$ cat config.mk
export PLATFORM = sky130hd
export DESIGN_NAME = ctkd_cordic
export DESIGN_NICKNAME = d
export VERILOG_FILES = /design/src/rtl/assert_macros.svh /design/src/rtl/ctkd_pkg.sv /design/src/rtl/ctkd_cordic.sv
export SDC_FILE = /design/constraint.sdc
export NUM_CORES = 1
export LEC_CHECK = 0
export BUFFER_PORTS_ARGS = -buffer_cell sky130_fd_sc_hd__buf_2
export CAP_MARGIN = 30
export CORE_UTILIZATION = 58
export DETAILED_ROUTE_END_ITERATION = 16
export PLACE_DENSITY = 0.76
export SYNTH_ARGS = -nofsm -noshare
export SYNTH_HDL_FRONTEND = slang
export SYNTH_SLANG_ARGS = --single-unit
$ cat constraint.sdc
create_clock -name clk -period 20.5 [get_ports clk]
set_clock_uncertainty 0.15 [all_clocks]
set_input_delay 4.1 -clock clk [delete_from_list [all_inputs] [get_ports clk]]
set_output_delay 4.1 -clock clk [all_outputs]
set_load 0.02 [all_outputs]
$ cat src/rtl/assert_macros.svh
// Assertion helpers: real checks in simulation, empty for synthesis.
`ifndef ASSERT_MACROS_SVH
`define ASSERT_MACROS_SVH
`ifndef SYNTHESIS
// Checked property, held off while reset is low.
`define CTKD_ASSERT(lbl, prop, msg) \
  lbl: assert property (@(posedge clk) disable iff (!rst_n) prop) else $error(msg);
// Checked property, also during reset.
`define CTKD_ASSERT_ALWAYS(lbl, prop, msg) \
  lbl: assert property (@(posedge clk) prop) else $error(msg);
`else
`define CTKD_ASSERT(lbl, prop, msg)
`define CTKD_ASSERT_ALWAYS(lbl, prop, msg)
`endif
`endif

$ cat src/rtl/ctkd_pkg.sv
package ctkd_pkg;

  localparam int MAX_LINKS_DEF    = 8;
  localparam int CORDIC_STEPS_DEF = 16;

  localparam int ANG_W  = 37;  // Q30 angle before range reduction
  localparam int TRIG_W = 33;  // Q2.30 sine, cosine, residual angle
  localparam int MUL_W  = 34;
  localparam int PROD_W = 68;
  localparam int DIV_W  = 59;  // tangent numerator magnitude
  localparam int DCW    = $clog2(DIV_W);

  localparam logic [1:0] CFG_FWD   = 2'd0;
  localparam logic [1:0] CFG_INV_L = 2'd1;
  localparam logic [1:0] CFG_INV_H = 2'd2;
  localparam logic [1:0] CFG_LINKS = 2'd3;

  localparam logic signed [ANG_W-1:0]  Q30_PI      = 37'sd3373259426;
  localparam logic signed [ANG_W-1:0]  Q30_HALF_PI = 37'sd1686629713;
  localparam logic signed [ANG_W-1:0]  Q30_TWO_PI  = 37'sd6746518852;
  localparam logic signed [TRIG_W-1:0] CORDIC_GAIN = 33'sh026DD3B6A;

  localparam logic signed [PROD_W-1:0] S24_MAX = 68'sd8388607;
  localparam logic signed [PROD_W-1:0] S24_MIN = -68'sd8388608;
  localparam logic signed [PROD_W-1:0] S32_MAX = 68'sd2147483647;
  localparam logic signed [PROD_W-1:0] S32_MIN = -68'sd2147483648;

  typedef enum logic [1:0] {
    COR_IDLE, COR_REDUCE, COR_ROTATE, COR_DONE
  } cor_state_t;

  typedef enum logic [4:0] {
    ST_IDLE, ST_SC1, ST_SC2,
    ST_H0, ST_H1, ST_H2, ST_H3, ST_H4, ST_H5, ST_H6, ST_H7,
    ST_DIV, ST_L0, ST_L1, ST_L2, ST_OUT
  } ctkd_state_t;

  function automatic logic signed [TRIG_W-1:0] atan_q30(input logic [4:0] idx);
    logic signed [TRIG_W-1:0] r;
    case (idx)
      5'd0:  r = 33'sh03243F6A8;
      5'd1:  r = 33'sh01DAC6705;
      5'd2:  r = 33'sh00FADBAFC;
      5'd3:  r = 33'sh007F56EA6;
      5'd4:  r = 33'sh003FEAB76;
      5'd5:  r = 33'sh001FFD55B;
      5'd6:  r = 33'sh000FFFAAA;
      5'd7:  r = 33'sh0007FFF55;
      5'd8:  r = 33'sh0003FFFEA;
      5'd9:  r = 33'sh0001FFFFD;
      5'd10: r = 33'sh0000FFFFF;
      5'd11: r = 33'sh00007FFFF;
      5'd12: r = 33'sh00003FFFF;
      5'd13: r = 33'sh00001FFFF;
      5'd14: r = 33'sh00000FFFF;
      5'd15: r = 33'sh000007FFF;
      5'd16: r = 33'sh000003FFF;
      5'd17: r = 33'sh000001FFF;
      5'd18: r = 33'sh000000FFF;
      5'd19: r = 33'sh0000007FF;
      5'd20: r = 33'sh0000003FF;
      5'd21: r = 33'sh0000001FF;
      5'd22: r = 33'sh0000000FF;
      5'd23: r = 33'sh00000007F;
      default: r = '0;
    endcase
    return r;
  endfunction

  // Add half an LSB, then floor shift.
  function automatic logic signed [PROD_W-1:0] rnd_q(input logic signed [PROD_W-1:0] p,
                                                     input int n);
    logic signed [PROD_W-1:0] half;
    half = '0;
    half[n-1] = 1'b1;
    return (p + half) >>> n;
  endfunction

  function automatic logic signed [23:0] sat24(input logic signed [PROD_W-1:0] v);
    logic signed [23:0] r;
    if (v > S24_MAX) r = 24'sh7FFFFF;
    else if (v < S24_MIN) r = 24'sh800000;
    else r = v[23:0];
    return r;
  endfunction

  function automatic logic ovf24(input logic signed [PROD_W-1:0] v);
    return (v > S24_MAX) || (v < S24_MIN);
  endfunction

  function automatic logic signed [31:0] sat32(input logic signed [PROD_W-1:0] v);
    logic signed [31:0] r;
    if (v > S32_MAX) r = 32'sh7FFFFFFF;
    else if (v < S32_MIN) r = 32'sh80000000;
    else r = v[31:0];
    return r;
  endfunction

  function automatic logic ovf32(input logic signed [PROD_W-1:0] v);
    return (v > S32_MAX) || (v < S32_MIN);
  endfunction

endpackage

$ cat src/rtl/ctkd_cordic.sv
module ctkd_cordic import ctkd_pkg::*; #(
  parameter int CORDIC_STEPS = CORDIC_STEPS_DEF
) (
  input  logic                     clk,
  input  logic                     rst_n,
  input  logic                     start_i,
  input  logic signed [ANG_W-1:0]  angle_i,
  output logic                     done_o,
  output logic signed [TRIG_W-1:0] sin_o,
  output logic signed [TRIG_W-1:0] cos_o
);

  localparam int IW = (CORDIC_STEPS > 1) ? $clog2(CORDIC_STEPS) : 1;

  cor_state_t               state_r, state_nxt;
  logic signed [ANG_W-1:0]  a_r;
  logic signed [TRIG_W-1:0] x_r, y_r, z_r;
  logic                     neg_r;
  logic [IW-1:0]            i_r;
  logic                     in_range;

  assign in_range = (a_r <= Q30_PI) && (a_r >= -Q30_PI);

  always_comb begin
    state_nxt = state_r;
    case (state_r)
      COR_IDLE:   if (start_i) state_nxt = COR_REDUCE;
      COR_REDUCE: if (in_range) state_nxt = COR_ROTATE;
      COR_ROTATE: if (i_r == IW'(CORDIC_STEPS - 1)) state_nxt = COR_DONE;
      // a new start may follow straight on from a finished evaluation
      COR_DONE:   state_nxt = start_i ? COR_REDUCE : COR_IDLE;
      default:    state_nxt = COR_IDLE;
    endcase
  end

  always_comb begin
    done_o = (state_r == COR_DONE);
    sin_o  = neg_r ? -y_r : y_r;
    cos_o  = neg_r ? -x_r : x_r;
  end

  always_ff @(posedge clk) begin
    if (!rst_n) begin
      state_r <= COR_IDLE;
    end else begin
      state_r <= state_nxt;
    end
  end

  always_ff @(posedge clk) begin
    case (state_r)
      COR_IDLE, COR_DONE: begin
        a_r <= angle_i;
      end
      COR_REDUCE: begin
        // wrap into [-pi, pi], then fold into [-pi/2, pi/2]
        if (a_r > Q30_PI) begin
          a_r <= a_r - Q30_TWO_PI;
        end else if (a_r < -Q30_PI) begin
          a_r <= a_r + Q30_TWO_PI;
        end else begin
          x_r <= CORDIC_GAIN;
          y_r <= '0;
          i_r <= '0;
          if (a_r > Q30_HALF_PI) begin
            z_r   <= TRIG_W'(a_r - Q30_PI);
            neg_r <= 1'b1;
          end else if (a_r < -Q30_HALF_PI) begin
            z_r   <= TRIG_W'(a_r + Q30_PI);
            neg_r <= 1'b1;
          end else begin
            z_r   <= TRIG_W'(a_r);
            neg_r <= 1'b0;
          end
        end
      end
      COR_ROTATE: begin
        if (z_r >= 0) begin
          x_r <= x_r - (y_r >>> i_r);
          y_r <= y_r + (x_r >>> i_r);
          z_r <= z_r - atan_q30(5'(i_r));
        end else begin
          x_r <= x_r + (y_r >>> i_r);
          y_r <= y_r - (x_r >>> i_r);
          z_r <= z_r + atan_q30(5'(i_r));
        end
        i_r <= i_r + 1'b1;
      end
      default: begin
      end
    endcase
  end

endmodule

# [After elaboration in Yosys (flattened, before gate mapping)]
# Memory sizes are Yosys's and may differ from the RTL's. A register that Yosys moved wholly into a read port is not among the register bits.
# Cells that the tools add are included.
[op_classes] n_addsub=13 magnitude_cmp=7 n_eq_ne=10 shift=2 muxes=34 bitwise_logic=2 reduce_logical=9
[ops] operator="$mux 33" count=17
[ops] operator="$pmux 33 s2" count=3
[ops] operator="$add 33x33->33" count=3
[ops] operator="$sub 33x33->33" count=3
[ops] operator="$mux 37" count=2
[ops] operator="$pmux 37 s2" count=1
[ops] operator="$neg 33->33" count=2
[ops] operator="$sshr 33x4->33" count=2
[ops] operator="$add 37x34->37 const B" count=1
[ops] operator="$ge 37x33->1 const B" count=1
[ops] operator="$gt 37x32->1 const B" count=1
[ops] operator="$gt 37x33->1 const B" count=1
[ops] operator="$le 37x33->1 const B" count=1
[ops] operator="$lt 37x32->1 const B" count=1
[ops] operator="$lt 37x33->1 const B" count=1
[ops] operator="$sub 37x34->37 const B" count=1
[ops] operator="$add 33x33->33 const B" count=1
[ops] operator="$ge 33x1->1 const B" count=1
[ops] operator="$sub 33x33->33 const B" count=1
[ops] operator="$mux 4" count=4
[ops] operator="$ne 2x2->1 const B" count=5
[ops] operator="$reduce_and 3->1" count=3
[ops] operator="$pmux 2 s4" count=1
[ops] operator="$pmux 4 s2" count=1
[ops] operator="13 further kinds" count=19
[totals] reg_bits=143 rom_bits=960 inputBits=40 output_inout_bits=67 elab_cells=86 n_memories=2
[memory_table] name="(no name shown)" depth=16 word_bits=30 rd=1 rd_clocked_by_memory_dff=1 wr=0 line="ctkd_pkg.sv:40" source="case (idx)"
[memory_table] name="(no name shown)" depth=16 word_bits=30 rd=1 rd_clocked_by_memory_dff=1 wr=0 line="ctkd_pkg.sv:40"

# [Longest topological paths before layout]
[depth] ltp_word=6 ltp_mapped=27 depth_no_buf=23

# [Least setup slack after synthesis]
# No wires, ideal clock.
[synth_path] path_kind="reg-to-reg" start="register a_r[2]" end="register (tool-made name)" setup_ns=0.133 arrival_ns=9.138 required_ns=20.217 slack_ns=11.079 stages_incl_launch_ff=16 n_path_buf=2 synth_period_minus_slack_ns=9.421 cell_sequence="edfxtp_1 > clkbuf_1 > inv_1 > ha_1 > nor3b_1 > o21ai_0 > a311o_1 > a311o_1 > a21o_1 > buf_2 > a31oi_1 > a2bb2oi_1 > inv_1 > ha_1 > o21ai_0 > a22oi_1"
[synth_rtl] element="from (decl)" line="ctkd_cordic.sv:16" source="logic signed [ANG_W-1:0] a_r;"
[synth_rtl] element="from (signal assigned)" line="ctkd_cordic.sv:53" source="a_r <= angle_i;"
[synth_rtl] element="from (signal assigned)" line="ctkd_cordic.sv:58" source="a_r <= a_r - Q30_TWO_PI;"
[synth_rtl] element="from (signal assigned)" line="ctkd_cordic.sv:60" source="a_r <= a_r + Q30_TWO_PI;"

# [Worst setup path in the final report]
[layout_path] start="register x_r[1]" end="output port cos_o[30]"
[layout_between] elab_chain_len=2
[layout_lines] element="from (decl)" line="ctkd_cordic.sv:17" source="logic signed [TRIG_W-1:0] x_r, y_r, z_r;"
[layout_lines] element="from (signal assigned)" line="ctkd_cordic.sv:79" source="x_r <= x_r - (y_r >>> i_r);"
[layout_lines] element="from (signal assigned)" line="ctkd_cordic.sv:83" source="x_r <= x_r + (y_r >>> i_r);"
[layout_lines] element="$neg 33->33" line="ctkd_cordic.sv:39" source="cos_o = neg_r ? -x_r : x_r;"
[layout_lines] element="$mux 33" line="ctkd_cordic.sv:39"
[layout_lines] element="to (decl)" line="ctkd_cordic.sv:10" source="output logic signed [TRIG_W-1:0] cos_o"
# No other way between the ends.

==> summary.txt <==
Timing
  – Hold_ws: 415 ps
  – Achievable Freq: 116 MHz
  – Final worst-path cycle share: 41.9%
  – Fin. max-slew vios: 0
  – Worst slew margin: 33.4%
  – Final TNS setup: 0 ps
  – Min cycle time layout: 8580 ps
  – Final Hold Viols: 0
  – Setup-failing EPs final: 0
  – RSZ-0062 raised after global routing: no
  – Least-Margin Pin Slew: 1000 ps

Critical path
  – Crit path max fanout: 7
  – Crit-path most repeated cell: or3_1
  – Slowest CP cell: edfxtp_1
  – Critical Path Source Type: flop
  – Kind of critical path: reg2out
  – WP data arrival: 4330 ps
  – Largest stage delay, worst path: 500 ps
  – Crit end category: output pin
  – WP data required: 16250 ps
  – Cells along the critical path: inv_1 > ha_1 > nand2_1 > or3_1 > or4_1 > or3_1 > or2_2 > or3_1 > or4_1 > o41ai_1 > xnor2_1 > buf_2

CTS
  – H-tree levels: 4
  – CTS max path bufs: 2
  – Sink Count: 172
  – Worst-skew pair later-pin latency: 470 ps
  – TritonCTS clock tree: yes
  – Root buffer cell: clkbuf_16
  – Cts hold-fix bufs: 0
  – Num CTS Buffers: 17
  – Cts repair resizes: 0
  – Reg clk slew, reported paths: 70 ps
  – Post-CTS Setup Inserts: 0

Route
  – Via count: 20200
  – First-pass detailed-route iteration total: 6
  – ANT nets after route: 0
  – WL final: 63700 um
  – Drt drc: 0
  – Routed len/inst: 21.2 um
  – Vias per cell: 6.70
  – 1st-iter DRT viols: 1721

Cells and area
  – Area grow syn2layout: 5.84%
  – Final #Nets: 2722
  – ANT cells: 0
  – Proportion of layout cells with a drive suffix above 1: 12.4%
  – Most frequent cells in the layout: 232 x nand2_1, 186 x nor2_1, 180 x o21ai_0, 180 x a21oi_1, 169 x xnor2_1
  – Non-Filler Instances: 3008
  – Commonest non-fill, non-tap cell in the layout: nand2_1
  – Fin area: 22700 um^2

Placed design
  – Gpl congestion: 1.01
  – Placed instance area: 22100 um^2
  – PortBufs: 106
  – Placed Instances: 2976
  – DPL Wire Length: 47300 um

Logic synthesis
  – Synth Flop Type: edfxtp_1
  – Post-synth ARST share: 0%
  – Post-synth cell types: 87
  – Number of synthesized flops with an enable pin: 141
  – Yosys Warn Count: 0
  – Syn nets: 2734
  – Syn Inst Count: 2539
  – Syn_area_per_cell: 8.45 um^2
  – Syn Std Cell Area: 21500 um^2
  – Flops & latches, synth: 172
  – Post-synthesis sequential area ratio: 22.6%

Floorplan
  – Starting Density: 58.7%
  – Row count: 70
  – Ports: 107
  – Die extent in y: 194 um
  – Die area: 37800 um^2
  – Core Box Area: 36500 um^2
  – DIE WIDTH: 194 um

Flow run
  – Max cap viols: 0

Global route
  – Vias in the first global route: 19100
  – Grt ovf: 0
  – First-pass GRT wire length: 101000 um
  – Largest net degree at the start of global routing: 83
  – Initial antenna violation count: 1
  – GRT Overall Usage: 33.3%

Hold path
  – HP Class: reg2reg

Run status
  – Status: finished, final reports clean
-- stage by stage --
| step | util, % | worst slack, ps |
|---|---|---|
| after floorplan | - | 11080 |
| after global placement | 60.4 | 12470 |
| after detailed placement | 60.5 | 12430 |
| after CTS | 62.2 | 11930 |
| after global routing | 62.2 | 11750 |
| final | 62.2 | 11920 |
-- per-layer routing --
metal	wire, um	global-route usage, %
met2	31300	58.4
met5	9	0
met3	3960	4.53
met4	4020	20.7
met1	24400	38.3
-- cells by family (layout without fill, tap and decap cells) --
group	after synthesis	after routing	share of synthesized area [%]
compound gates	774	774	23.6
fa+ha+maj	155	155	9.18
xor+xnor	287	287	11.7
simple gates	736	736	16.6
flops	172	172	22.6
buf+inv	236	237	4.47
mux	179	179	11.8
-- worst max-delay path: cells and delay by family, from the launching register on --
kind,cells,cell delay [ps]
simple gates,7,2410
flops,1,500
compound gates,1,320
buf+inv,2,290
fa+ha+maj,1,180
xor+xnor,1,150
-- area by class of cell --
type                       count  area (um^2)
multi-input combinational   2131        15700
fill                        3138        13800
sequential                   172         4850
timing repair buffer         127          708
tap                          468          586
clock buffer                  17          425
inverter                      78          293
clock inverter                15          169
-- cells in the mapped netlist (36+ instances only) --
library cell | n | area [um^2]
clkbuf_1 | 109 | 409
mux2_2 | 73 | 822
mux2i_1 | 57 | 571
a21oi_1 | 180 | 901
ha_1 | 151 | 1890
o21ai_0 | 181 | 906
o31ai_1 | 45 | 338
nand2_1 | 232 | 871
inv_1 | 74 | 278
xor2_1 | 118 | 1030
nand3_1 | 44 | 220
mux4_2 | 40 | 901
nor2_1 | 186 | 698
nor3_1 | 36 | 180
xnor2_1 | 169 | 1480
edfxtp_1 | 141 | 4230
a21o_1 | 91 | 683
-- final timing paths --
| kind | start | to | slack [ps] | cells after the start |
|---|---|---|---|---|
| worst max-delay path | x_r[1] | cos_o[30] | 11920 | 12 |
| worst min-delay path | state_r[1] | state_r[1] | 420 | 2 |
| worst max register to register | a_r[2] | a_r[35] | 12610 | 20 |
| worst min register to register | state_r[1] | state_r[1] | 420 | 2 |
Power is left out: the tool's default activity adds up to more than one toggle a clock period on the data nets, which glitch-free logic cannot reach.
